[config.mk]
export PLATFORM = sky130hd
export DESIGN_NAME = binary_object_stream_tokenizer
export DESIGN_NICKNAME = d
export VERILOG_FILES = /design/src/hw/rtl/bost_pkg.sv /design/src/hw/rtl/bost_front.sv /design/src/hw/rtl/bost_back.sv /design/src/hw/rtl/binary_object_stream_tokenizer.sv
export VERILOG_INCLUDE_DIRS = /design/src /design/src/hw/rtl
export SDC_FILE = /design/constraint.sdc
export NUM_CORES = 1
export LEC_CHECK = 0
export BUFFER_PORTS_ARGS = -buffer_cell sky130_fd_sc_hd__clkbuf_2
export CORE_MARGIN = 1
export CORE_UTILIZATION = 35
export CTS_BUF_LIST = sky130_fd_sc_hd__clkbuf_4
export DETAILED_ROUTE_END_ITERATION = 7
export GPL_TIMING_DRIVEN = 0
export SLEW_MARGIN = 20
export SYNTH_ARGS = -nofsm -noshare
export SYNTH_HDL_FRONTEND = slang
export SYNTH_SLANG_ARGS = --single-unit
[constraint.sdc]
create_clock -name clock -period 13.9 [get_ports clock]
set_input_delay 0.695 -clock clock [delete_from_list [all_inputs] [get_ports clock]]
set_output_delay 0.695 -clock clock [all_outputs]
set_load 0.03 [all_outputs]
[src/hw/rtl/binary_object_stream_tokenizer_assert.svh]
// assertion macros shared by the tokenizer
`ifndef BINARY_OBJECT_STREAM_TOKENIZER_ASSERT_SVH
`define BINARY_OBJECT_STREAM_TOKENIZER_ASSERT_SVH

// property checked on every rising clock edge outside reset
`define BOST_ASSERT(lbl, clk, rst, prop) \
   lbl: assert property (@(posedge clk) disable iff (rst) (prop)) \
      else $error("tokenizer check failed");

// same check, but also active during reset
`define BOST_ASSERT_ALWAYS(lbl, clk, prop) \
   lbl: assert property (@(posedge clk) (prop)) \
      else $error("tokenizer check failed");

`endif

[src/hw/rtl/bost_pkg.sv]
package bost_pkg;

   localparam int MAX_NEST  = 16;
   localparam int STACK_AW  = $clog2(MAX_NEST);
   localparam logic [4:0] MAX_NEST_V = 5'(MAX_NEST);
   localparam logic [27:0] MASK28 = 28'hFFF_FFFF;

   typedef enum logic [2:0] {
      ROLE_HEADER  = 3'd0,
      ROLE_LENGTH  = 3'd1,
      ROLE_PAYLOAD = 3'd2,
      ROLE_SCALAR  = 3'd3,
      ROLE_KEY     = 3'd4,
      ROLE_KEY_END = 3'd5
   } role_type;

   typedef enum logic [3:0] {
      KIND_NULL     = 4'd0,
      KIND_TRUE     = 4'd1,
      KIND_FALSE    = 4'd2,
      KIND_BYTE     = 4'd3,
      KIND_I32      = 4'd4,
      KIND_I64      = 4'd5,
      KIND_U32      = 4'd6,
      KIND_U64      = 4'd7,
      KIND_DOUBLE   = 4'd8,
      KIND_DATETIME = 4'd9,
      KIND_MAP      = 4'd10,
      KIND_LIST     = 4'd11,
      KIND_END      = 4'd12,
      KIND_STRING   = 4'd13,
      KIND_BLOB     = 4'd14,
      KIND_BAD      = 4'd15
   } kind_type;

   typedef enum logic [1:0] {
      ERR_NONE   = 2'd0,
      ERR_TOKEN  = 2'd1,
      ERR_LENGTH = 2'd2,
      ERR_NEST   = 2'd3
   } err_type;

   typedef enum logic [2:0] {
      PH_HDR  = 3'd0,
      PH_LEN  = 3'd1,
      PH_PAY  = 3'd2,
      PH_SCAL = 3'd3,
      PH_KEY  = 3'd4
   } phase_type;

   typedef enum logic [1:0] {
      HC_SHORT_TEXT = 2'd0,
      HC_LONG_TEXT  = 2'd1,
      HC_LONG_BAD   = 2'd2,
      HC_SMALL      = 2'd3
   } hdr_class_type;

   localparam logic [7:0] B_END  = 8'h00;
   localparam logic [7:0] B_MAP  = 8'h0C;
   localparam logic [7:0] B_LIST = 8'h0D;

   typedef struct packed {
      hdr_class_type hclass;
      kind_type      small_kind;
      logic [3:0]    small_size;
      kind_type      text_kind;
   } hdr_info_type;

   typedef struct packed {
      logic [7:0]   data;
      logic         doc_start;
      hdr_info_type info;
   } item_type;

   typedef struct packed {
      logic         doc_done;
      err_type      error_code;
      logic [4:0]   nest_level;
      logic         container_end;
      logic         value_done;
      logic [63:0]  scalar_value;
      logic [27:0]  payload_length;
      kind_type     token_kind;
      role_type     byte_role;
   } rsp_type;

   function automatic kind_type small_kind_of(input logic [3:0] n);
      kind_type k;
      unique case (n)
         4'h0: k = KIND_END;
         4'h1: k = KIND_NULL;
         4'h2: k = KIND_TRUE;
         4'h3: k = KIND_FALSE;
         4'h4: k = KIND_BYTE;
         4'h5: k = KIND_I32;
         4'h6: k = KIND_I64;
         4'h7: k = KIND_U32;
         4'h8: k = KIND_U64;
         4'hA: k = KIND_DOUBLE;
         4'hB: k = KIND_DATETIME;
         4'hC: k = KIND_MAP;
         4'hD: k = KIND_LIST;
         default: k = KIND_BAD;
      endcase
      return k;
   endfunction

   function automatic logic [3:0] small_size_of(input logic [3:0] n);
      logic [3:0] s;
      unique case (n)
         4'h4: s = 4'd1;
         4'h5, 4'h7: s = 4'd4;
         4'h6, 4'h8, 4'hA, 4'hB: s = 4'd8;
         default: s = 4'd0;
      endcase
      return s;
   endfunction

   function automatic kind_type text_kind_of(input logic [7:0] h);
      return h[6] ? KIND_STRING : KIND_BLOB;
   endfunction

endpackage

[src/hw/rtl/bost_front.sv]
module bost_front (
   input  logic               clock,
   input  logic               reset,
   input  logic               in_valid,
   output logic               in_ready,
   input  logic [7:0]         in_data,
   input  logic               in_doc_start,
   output logic               out_valid,
   input  logic               out_ready,
   output bost_pkg::item_type out_item
);
   import bost_pkg::*;

   // two-entry queue of classified bytes
   item_type   q_ff [2];
   logic [1:0] cnt_ff, cnt_in;
   logic       wr_ff, wr_in, rd_ff, rd_in;
   logic       push, pop;
   item_type   new_item;

   always_comb begin
      new_item.data       = in_data;
      new_item.doc_start  = in_doc_start;
      new_item.info.small_kind = small_kind_of(in_data[3:0]);
      new_item.info.small_size = small_size_of(in_data[3:0]);
      new_item.info.text_kind  = text_kind_of(in_data);
      priority if (in_data[7]) begin
         new_item.info.hclass = HC_SHORT_TEXT;
      end else if (in_data[6:4] == 3'b000) begin
         new_item.info.hclass = HC_SMALL;
      end else if (in_data[5:4] == 2'b00) begin
         new_item.info.hclass = HC_LONG_BAD;
      end else begin
         new_item.info.hclass = HC_LONG_TEXT;
      end
   end

   assign in_ready  = (cnt_ff != 2'd2);
   assign out_valid = (cnt_ff != 2'd0);
   assign out_item  = q_ff[rd_ff];
   assign push      = in_valid && in_ready;
   assign pop       = out_valid && out_ready;

   always_comb begin
      wr_in  = push ? ~wr_ff : wr_ff;
      rd_in  = pop ? ~rd_ff : rd_ff;
      cnt_in = cnt_ff + 2'(push) - 2'(pop);
   end

   always_ff @(posedge clock) begin
      if (reset) begin
         cnt_ff <= 2'd0;
         wr_ff  <= 1'b0;
         rd_ff  <= 1'b0;
      end else begin
         cnt_ff <= cnt_in;
         wr_ff  <= wr_in;
         rd_ff  <= rd_in;
      end
   end

   always_ff @(posedge clock) begin
      if (push) begin
         q_ff[wr_ff] <= new_item;
      end
   end

endmodule

[src/hw/rtl/bost_back.sv]
module bost_back (
   input  logic               clock,
   input  logic               reset,
   input  logic               in_valid,
   output logic               in_ready,
   input  bost_pkg::item_type in_item,
   output logic               out_valid,
   input  logic               out_ready,
   output bost_pkg::rsp_type  out_rsp
);
   import bost_pkg::*;

   phase_type   phase_ff, phase_in;
   logic [7:0]  hdr_ff, hdr_in;
   logic [27:0] rem_ff, rem_in;
   logic [1:0]  lbl_ff, lbl_in;
   logic [63:0] acc_ff, acc_in;
   logic [3:0]  vbl_ff, vbl_in;
   logic [4:0]  depth_ff, depth_in;
   err_type     err_ff, err_in;
   logic        stack_ff [MAX_NEST];
   logic        valid_ff, valid_in;
   rsp_type     rsp_ff, rsp_in;

   logic                stack_we, stack_wd;
   logic [STACK_AW-1:0] stack_wa;
   logic                take;

   // state seen by this byte, after an optional document restart
   phase_type   ph;
   logic [7:0]  hdr;
   logic [27:0] rem;
   logic [1:0]  lbl;
   logic [63:0] acc;
   logic [3:0]  vbl;
   logic [4:0]  depth;
   err_type     err;
   logic [7:0]  b;
   logic        fin;
   logic [1:0]  lk;
   logic [2:0]  sk;
   logic [4:0]  dtop;

   assign in_ready  = !valid_ff || out_ready;
   assign take      = in_valid && in_ready;
   assign out_valid = valid_ff;
   assign out_rsp   = rsp_ff;

   always_comb begin
      b     = in_item.data;
      ph    = in_item.doc_start ? PH_HDR   : phase_ff;
      hdr   = in_item.doc_start ? 8'h00    : hdr_ff;
      rem   = in_item.doc_start ? 28'd0    : rem_ff;
      lbl   = in_item.doc_start ? 2'd0     : lbl_ff;
      acc   = in_item.doc_start ? 64'd0    : acc_ff;
      vbl   = in_item.doc_start ? 4'd0     : vbl_ff;
      depth = in_item.doc_start ? 5'd0     : depth_ff;
      err   = in_item.doc_start ? ERR_NONE : err_ff;

      phase_in = ph;
      hdr_in   = hdr;
      rem_in   = rem;
      lbl_in   = lbl;
      acc_in   = acc;
      vbl_in   = vbl;
      depth_in = depth;
      err_in   = err;
      fin      = 1'b0;
      stack_we = 1'b0;
      stack_wa = depth[STACK_AW-1:0];
      stack_wd = 1'b0;
      lk       = 2'(hdr[5:4] - lbl);
      sk       = 3'(small_size_of(hdr[3:0]) - vbl);

      rsp_in                = '0;
      rsp_in.byte_role      = ROLE_HEADER;
      rsp_in.token_kind     = KIND_NULL;
      rsp_in.error_code     = ERR_NONE;

      if (err != ERR_NONE) begin
         rsp_in.error_code = err;
      end else begin
         unique case (ph)
            PH_HDR: begin
               hdr_in = b;
               unique case (in_item.info.hclass)
                  HC_SHORT_TEXT: begin
                     rsp_in.token_kind     = in_item.info.text_kind;
                     rsp_in.payload_length = {22'd0, b[5:0]};
                     if (b[5:0] != 6'd0) begin
                        acc_in   = {58'd0, b[5:0]};
                        rem_in   = {22'd0, b[5:0]};
                        phase_in = PH_PAY;
                     end else begin
                        fin = 1'b1;
                     end
                  end
                  HC_LONG_BAD: begin
                     rsp_in.error_code = ERR_LENGTH;
                     err_in = ERR_LENGTH;
                  end
                  HC_LONG_TEXT: begin
                     rsp_in.token_kind = in_item.info.text_kind;
                     rem_in   = {24'd0, b[3:0]};
                     lbl_in   = b[5:4];
                     phase_in = PH_LEN;
                  end
                  HC_SMALL: begin
                     priority if (in_item.info.small_kind == KIND_BAD) begin
                        rsp_in.error_code = ERR_TOKEN;
                        err_in = ERR_TOKEN;
                     end else if (b == B_END) begin
                        rsp_in.token_kind = KIND_END;
                        if (depth == 5'd0) begin
                           rsp_in.doc_done = 1'b1;
                        end else begin
                           depth_in = depth - 5'd1;
                           rsp_in.container_end = 1'b1;
                           fin = 1'b1;
                        end
                     end else if (b == B_MAP || b == B_LIST) begin
                        if (depth >= MAX_NEST_V) begin
                           rsp_in.error_code = ERR_NEST;
                           err_in = ERR_NEST;
                        end else begin
                           rsp_in.token_kind = in_item.info.small_kind;
                           stack_we = 1'b1;
                           stack_wd = (b == B_MAP);
                           depth_in = depth + 5'd1;
                        end
                     end else begin
                        rsp_in.token_kind = in_item.info.small_kind;
                        if (in_item.info.small_size != 4'd0) begin
                           acc_in   = 64'd0;
                           vbl_in   = in_item.info.small_size;
                           phase_in = PH_SCAL;
                        end else begin
                           fin = 1'b1;
                        end
                     end
                  end
                  default: ;
               endcase
            end
            PH_LEN: begin
               rsp_in.byte_role  = ROLE_LENGTH;
               rsp_in.token_kind = text_kind_of(hdr);
               unique case (lk)
                  2'd0: rem_in = rem | {16'd0, b, 4'd0};
                  2'd1: rem_in = rem | {8'd0, b, 12'd0};
                  2'd2: rem_in = rem | {b, 20'd0};
                  default: rem_in = rem;
               endcase
               rem_in = rem_in & MASK28;
               lbl_in = lbl - 2'd1;
               if (lbl_in == 2'd0) begin
                  rsp_in.payload_length = rem_in;
                  if (rem_in == 28'd0) begin
                     fin = 1'b1;
                  end else begin
                     acc_in   = {36'd0, rem_in};
                     phase_in = PH_PAY;
                  end
               end
            end
            PH_PAY: begin
               rsp_in.byte_role      = ROLE_PAYLOAD;
               rsp_in.token_kind     = text_kind_of(hdr);
               rsp_in.payload_length = acc[27:0];
               rem_in = rem - 28'd1;
               if (rem_in == 28'd0) begin
                  fin = 1'b1;
               end
            end
            PH_SCAL: begin
               rsp_in.byte_role  = ROLE_SCALAR;
               rsp_in.token_kind = small_kind_of(hdr[3:0]);
               // or the byte into its lane
               for (int i = 0; i < 8; i++) begin
                  if (sk == 3'(i)) begin
                     acc_in[8*i +: 8] = acc[8*i +: 8] | b;
                  end
               end
               rsp_in.scalar_value = acc_in;
               vbl_in = vbl - 4'd1;
               if (vbl_in == 4'd0) begin
                  fin = 1'b1;
               end
            end
            PH_KEY: begin
               if (b == 8'h00) begin
                  rsp_in.byte_role = ROLE_KEY_END;
                  phase_in = PH_HDR;
               end else begin
                  rsp_in.byte_role = ROLE_KEY;
               end
            end
            default: ;
         endcase
      end

      // value completion picks the next phase from the enclosing container
      dtop = depth_in - 5'd1;
      if (fin) begin
         rsp_in.value_done = 1'b1;
         if (depth_in == 5'd0) begin
            rsp_in.doc_done = 1'b1;
            phase_in = PH_HDR;
         end else if (stack_ff[dtop[STACK_AW-1:0]]) begin
            phase_in = PH_KEY;
         end else begin
            phase_in = PH_HDR;
         end
      end
      rsp_in.nest_level = depth_in;

      valid_in = take ? 1'b1 : (out_ready ? 1'b0 : valid_ff);
   end

   always_ff @(posedge clock) begin
      if (reset) begin
         valid_ff <= 1'b0;
         phase_ff <= PH_HDR;
         hdr_ff   <= 8'h00;
         rem_ff   <= 28'd0;
         lbl_ff   <= 2'd0;
         acc_ff   <= 64'd0;
         vbl_ff   <= 4'd0;
         depth_ff <= 5'd0;
         err_ff   <= ERR_NONE;
      end else begin
         valid_ff <= valid_in;
         if (take) begin
            phase_ff <= phase_in;
            hdr_ff   <= hdr_in;
            rem_ff   <= rem_in;
            lbl_ff   <= lbl_in;
            acc_ff   <= acc_in;
            vbl_ff   <= vbl_in;
            depth_ff <= depth_in;
            err_ff   <= err_in;
         end
      end
   end

   always_ff @(posedge clock) begin
      if (take) begin
         rsp_ff <= rsp_in;
      end
      if (take && stack_we) begin
         stack_ff[stack_wa] <= stack_wd;
      end
   end

endmodule

[src/hw/rtl/binary_object_stream_tokenizer.sv]
// Byte-serial tokenizer for a compact tagged binary object stream. Each byte
// transfer on req_ produces exactly one rsp_ transfer naming the byte's role
// (header, length extension, payload, scalar byte, key char, key end), its
// token kind, decoded length, assembled scalar bits, completion flags, nesting
// depth and a sticky error code that holds until a byte with doc_start set.
// Throughput is one byte per clock while neither side stalls; a byte passes
// the classify queue, then the registered state update of the back end, whose
// phase and stack-top loop sets that one-byte-per-cycle rate.
// A two-entry queue sits between the front and back ends and the result is
// held in an output register, so either side may stall independently.
// Nesting is limited to 16 maps or lists; the stack needs no clearing pass.
`include "binary_object_stream_tokenizer_assert.svh"

module binary_object_stream_tokenizer (
   input  logic         clock,
   input  logic         reset,
   // input byte channel
   input  logic         req_tvalid,
   output logic         req_tready,
   input  logic [7:0]   req_tdata,   // byte_in
   input  logic         req_tuser,   // doc_start
   // result channel
   output logic         rsp_tvalid,
   input  logic         rsp_tready,
   output logic [111:0] rsp_tdata    // byte_role[2:0], token_kind[6:3],
                                     // payload_length[34:7], scalar_value[98:35],
                                     // value_done[99], container_end[100],
                                     // nest_level[105:101], error_code[107:106],
                                     // doc_done[108], zero fill
);
   import bost_pkg::*;

   // queue between classify and execute
   logic     q_valid, q_ready;
   item_type q_item;
   rsp_type  rsp;

   bost_front u_front (
      .clock        (clock),
      .reset        (reset),
      .in_valid     (req_tvalid),
      .in_ready     (req_tready),
      .in_data      (req_tdata),
      .in_doc_start (req_tuser),
      .out_valid    (q_valid),
      .out_ready    (q_ready),
      .out_item     (q_item)
   );

   // state machine and output register
   bost_back u_back (
      .clock     (clock),
      .reset     (reset),
      .in_valid  (q_valid),
      .in_ready  (q_ready),
      .in_item   (q_item),
      .out_valid (rsp_tvalid),
      .out_ready (rsp_tready),
      .out_rsp   (rsp)
   );

   assign rsp_tdata = {3'd0, rsp};

   // depth never goes past the stack size
   `BOST_ASSERT(a_nest_bound, clock, reset, rsp_tvalid |-> (rsp.nest_level <= MAX_NEST_V))
   // an error result carries no role, kind or flags
   `BOST_ASSERT(a_err_quiet, clock, reset,
      (rsp_tvalid && rsp.error_code != ERR_NONE) |->
      (rsp.byte_role == ROLE_HEADER && rsp.token_kind == KIND_NULL && !rsp.value_done))
   // a closed container is always a completed end token
   `BOST_ASSERT(a_end_done, clock, reset,
      (rsp_tvalid && rsp.container_end) |-> (rsp.value_done && rsp.token_kind == KIND_END))
   // queue is never full and empty at once
   `BOST_ASSERT_ALWAYS(a_queue_hs, clock, !reset |-> (req_tready || q_valid))

endmodule

==> results.sh <==
export IMPL_max_freq_ghz=0.114
export IMPL_final_common_cell="nor2_1"
export IMPL_holdBufCountCts=0
export IMPL_antenna_found_initial=3
export IMPL_coreArea_um2=45300
export IMPL_grt_pass1_wl_um=96600
export IMPL_rows=78
export IMPL_p_clk_share_pct=15.7
export IMPL_p_sw_w=0.00236
export IMPL_nets=2073
export IMPL_slew_headroom_pct=20.5
export IMPL_synth_main_ff_cell="edfxtp_1"
export IMPL_hold_class="primary input to flip-flop"
export IMPL_synth_edff_count=163
export IMPL_critPathKind="flip-flop to flip-flop"
export IMPL_irDropWorstVdd_v=0.000177
export IMPL_gp_congestion=1.01
export IMPL_pwr_density_cell_nw_per_um2=247
export IMPL_yosysWarnings=0
export IMPL_post_cts_buffers=0
export IMPL_ys_ff_latch=284
export IMPL_syn_inst=1821
export IMPL_io_buffers=122
export IMPL_grt_max_degree=58
export IMPL_final_area_um2=18400
export IMPL_clock_latency_ns=0.84
export IMPL_synth_cell_types=87
export IMPL_path_max_fanout=10
export IMPL_synthMuxAreaShare_pct=3.87
export IMPL_yosys_area_share_xor_xnor_pct=1.04
export IMPL_drtIter0Drc=1650
export IMPL_place_area_um2=17500
export IMPL_worstSetupStartpointType="flip-flop"
export IMPL_fin_crit_ns=8.75
export IMPL_numCtsBuffers=74
export IMPL_num_io_pins=127
export IMPL_status="complete, no violations"
export IMPL_overflow=0
export IMPL_switching_share_pct=51.8
export IMPL_pwr_share_comb_pct=55.6
export IMPL_clock_sinks=284
export IMPL_die_area_um2=46600
export IMPL_area_growth_pct=14.9
export IMPL_rsz0062_at_grt="false"
export IMPL_clk_pin_slew_ns=0.07
export IMPL_initial_core_util_pct=35.4
export IMPL_seq_area_frac_synth_pct=45.7
export IMPL_fin_util_pct=40.6
export IMPL_grt_pass1_vias=15300
export IMPL_worstPathArrival_ns=9.26
export IMPL_routed_via_density=5.99
export IMPL_synth_adder_area_share_pct=2.58
export IMPL_drive_gt1_share_pct=14.9
export IMPL_hpwl_um=48200
export IMPL_multi_input_area_um2=8020
export IMPL_worstSetupEndpointType="flip-flop"
export IMPL_p_leak_nw=6.54
export IMPL_synth_top_family_by_area="compound AO/OA/AOI/OAI gates"
export IMPL_drc=0
export IMPL_grtUsageTotal_pct=27.7
export IMPL_cts_path_max_buffers=3
export IMPL_hold_viol_final=0
export IMPL_drt_pass1_iterations=6
export IMPL_detail_route_antenna_nets=0
export IMPL_cts_max_level=3
export IMPL_dieHeight_um=216
export IMPL_async_flop_share_pct=0
export IMPL_tightest_slew_ns=1.19
export IMPL_wl_um=65600
export IMPL_die_x_um=216
export IMPL_cts_root_buf="clkbuf_4"
export IMPL_tns_ns=0
export IMPL_syn_cell_area_um2=16000
export IMPL_seqPwrFrac_pct=28.7
export IMPL_ctsResizeCount=0
export IMPL_finalClockSkew_ns=0.0519
export IMPL_drt_wirelength_per_cell_um=24.5
export IMPL_cp_data_required_time_ns=14.41
export IMPL_final_cell_mix="nor2_1, nand2_1, edfxtp_1, a21oi_1, o21ai_0"
export IMPL_regArea_um2=7320
export IMPL_fillCellCount=4670
export IMPL_synth_compound_area_share_pct=23.4
export IMPL_avgSynthCellArea_um2=8.79
export IMPL_drv_slew=0
export IMPL_synthSimpleGateAreaFrac_pct=18.9
export IMPL_setup_violations=0
export IMPL_maxCapViolCount=0
export IMPL_cts_tree="yes"
export IMPL_fin_crit_sh_pct=63.0
export IMPL_vias=16100
export IMPL_internal_power_w=0.00219
==> layout make-up <==
class / instances / area share (%)
sequential: 284 / 39.8
tap: 600 / 4.08
clock inverter: 24 / 0.673
inverter: 33 / 0.673
clock buffer: 102 / 4.16
multi-input combinational: 1358 / 43.6
antenna: 2 / 0.0272
buffer: 148 / 3.24
timing repair buffer: 128 / 3.79
==> metal layers <==
| metal | share of wire, % | wire length, µm | GRT usage, % | vias up |
|---|---|---|---|---|
| met3 | 9.1 | 5960 | 5.68 | 238 |
| met2 | 44 | 29200 | 43.6 | 959 |
| li1 | - | - | - | 7228 |
| met4 | 5.6 | 3700 | 15.8 | 2 |
| met5 | 0.044 | 29 | 0 | - |
| met1 | 41 | 26700 | 35.3 | 7624 |
==> cell usage after synthesis (20+ instances only) <==
cell type	number	area, µm²
ha_1	33	413
inv_1	32	120
dfxtp_1	121	2420
a22oi_1	67	503
buf_1	22	82.6
nand3_1	45	225
a21oi_1	155	776
clkbuf_1	107	402
a32oi_1	31	272
nor3_1	58	290
mux2i_1	30	300
o21ai_0	145	726
nand2_1	226	848
edfxtp_1	163	4890
nor2_1	232	871
o221ai_1	20	175
==> flip-flops by register name, summed over array words and instances (netlist names), named ones only <==
register          count
u_back.err_ff         2
u_back.depth_ff       5
u_back.lbl_ff         2
u_back.phase_ff       3
u_front.rd_ff         1
u_back.vbl_ff         4
u_back.rem_ff        28
u_back.stack_ff      16
u_back.out_valid      1
u_back.hdr_ff         7
u_front.wr_ff         1
u_back.acc_ff        64
u_front.cnt_ff        2
u_back.out_rsp      109
u_front.q_ff         38
==> cell families after synthesis <==
kind of cell / Yosys count
AOI/OAI and AO/OA: 578
xor gates and xnor gates: 19
adders and majority gates: 33
buffers and inverters: 181
DFF: 284
muxes: 50
other: 1
and+or+nand+nor: 675
==> power groups by stage <==
stage	sequential, W	combinational, W	clock (W)
after floorplan	0.00155	0.00136	0
after global placement	0.00135	0.00242	0
after detailed placement	0.00132	0.00245	0
after CTS	0.00130	0.00246	0.000730
after global routing	0.00133	0.00267	0.000768
final	0.00131	0.00253	0.000714
==> worst max-delay path, cell delays in order, from the launching register on <==
cell and delay, ns:
dfxtp_1 0.35, buf_6 0.15, mux2i_1 0.81, buf_2 0.47
buf_2 0.40, clkbuf_1 0.69, clkbuf_1 0.77, buf_1 0.61
buf_1 0.48, nand2_1 0.27, ha_1 0.34, clkbuf_1 0.23
inv_1 0.17, nand3_1 0.47, o2111ai_1 0.61, nor4_1 0.18
o31ai_1 0.65, o31a_1 0.53, o32ai_1 0.21
==> per-stage QoR <==
step                hold WS (ns)  worst slack [ns]  total power (W)  instances
floorplan                  0.425              7.90          0.00290       1823
global placement           0.435              5.35          0.00377       2545
detailed placement         0.442              5.61          0.00377       2551
CTS                       0.0154              5.57          0.00449       2677
global route              0.0530              5.10          0.00477       2678
finish                    0.0676              5.15          0.00455       2679
==> final timing paths <==
kind,start,to,slack (ns),cells past startpoint
worst max-delay path,flip-flop,u_back.out_rsp[108]$_DFFE_PP_,5.15,18
worst min-delay path,req_tuser,u_front.q_ff[0][12]$_DFFE_PP_,0.07,1
worst min register to register,u_back.acc_ff[5]$_SDFFE_PP0P_,u_back.acc_ff[5]$_SDFFE_PP0P_,0.45,2
worst max register to register,flip-flop,u_back.out_rsp[108]$_DFFE_PP_,5.15,18
Note: power is estimated with default switching activity, not from simulation.
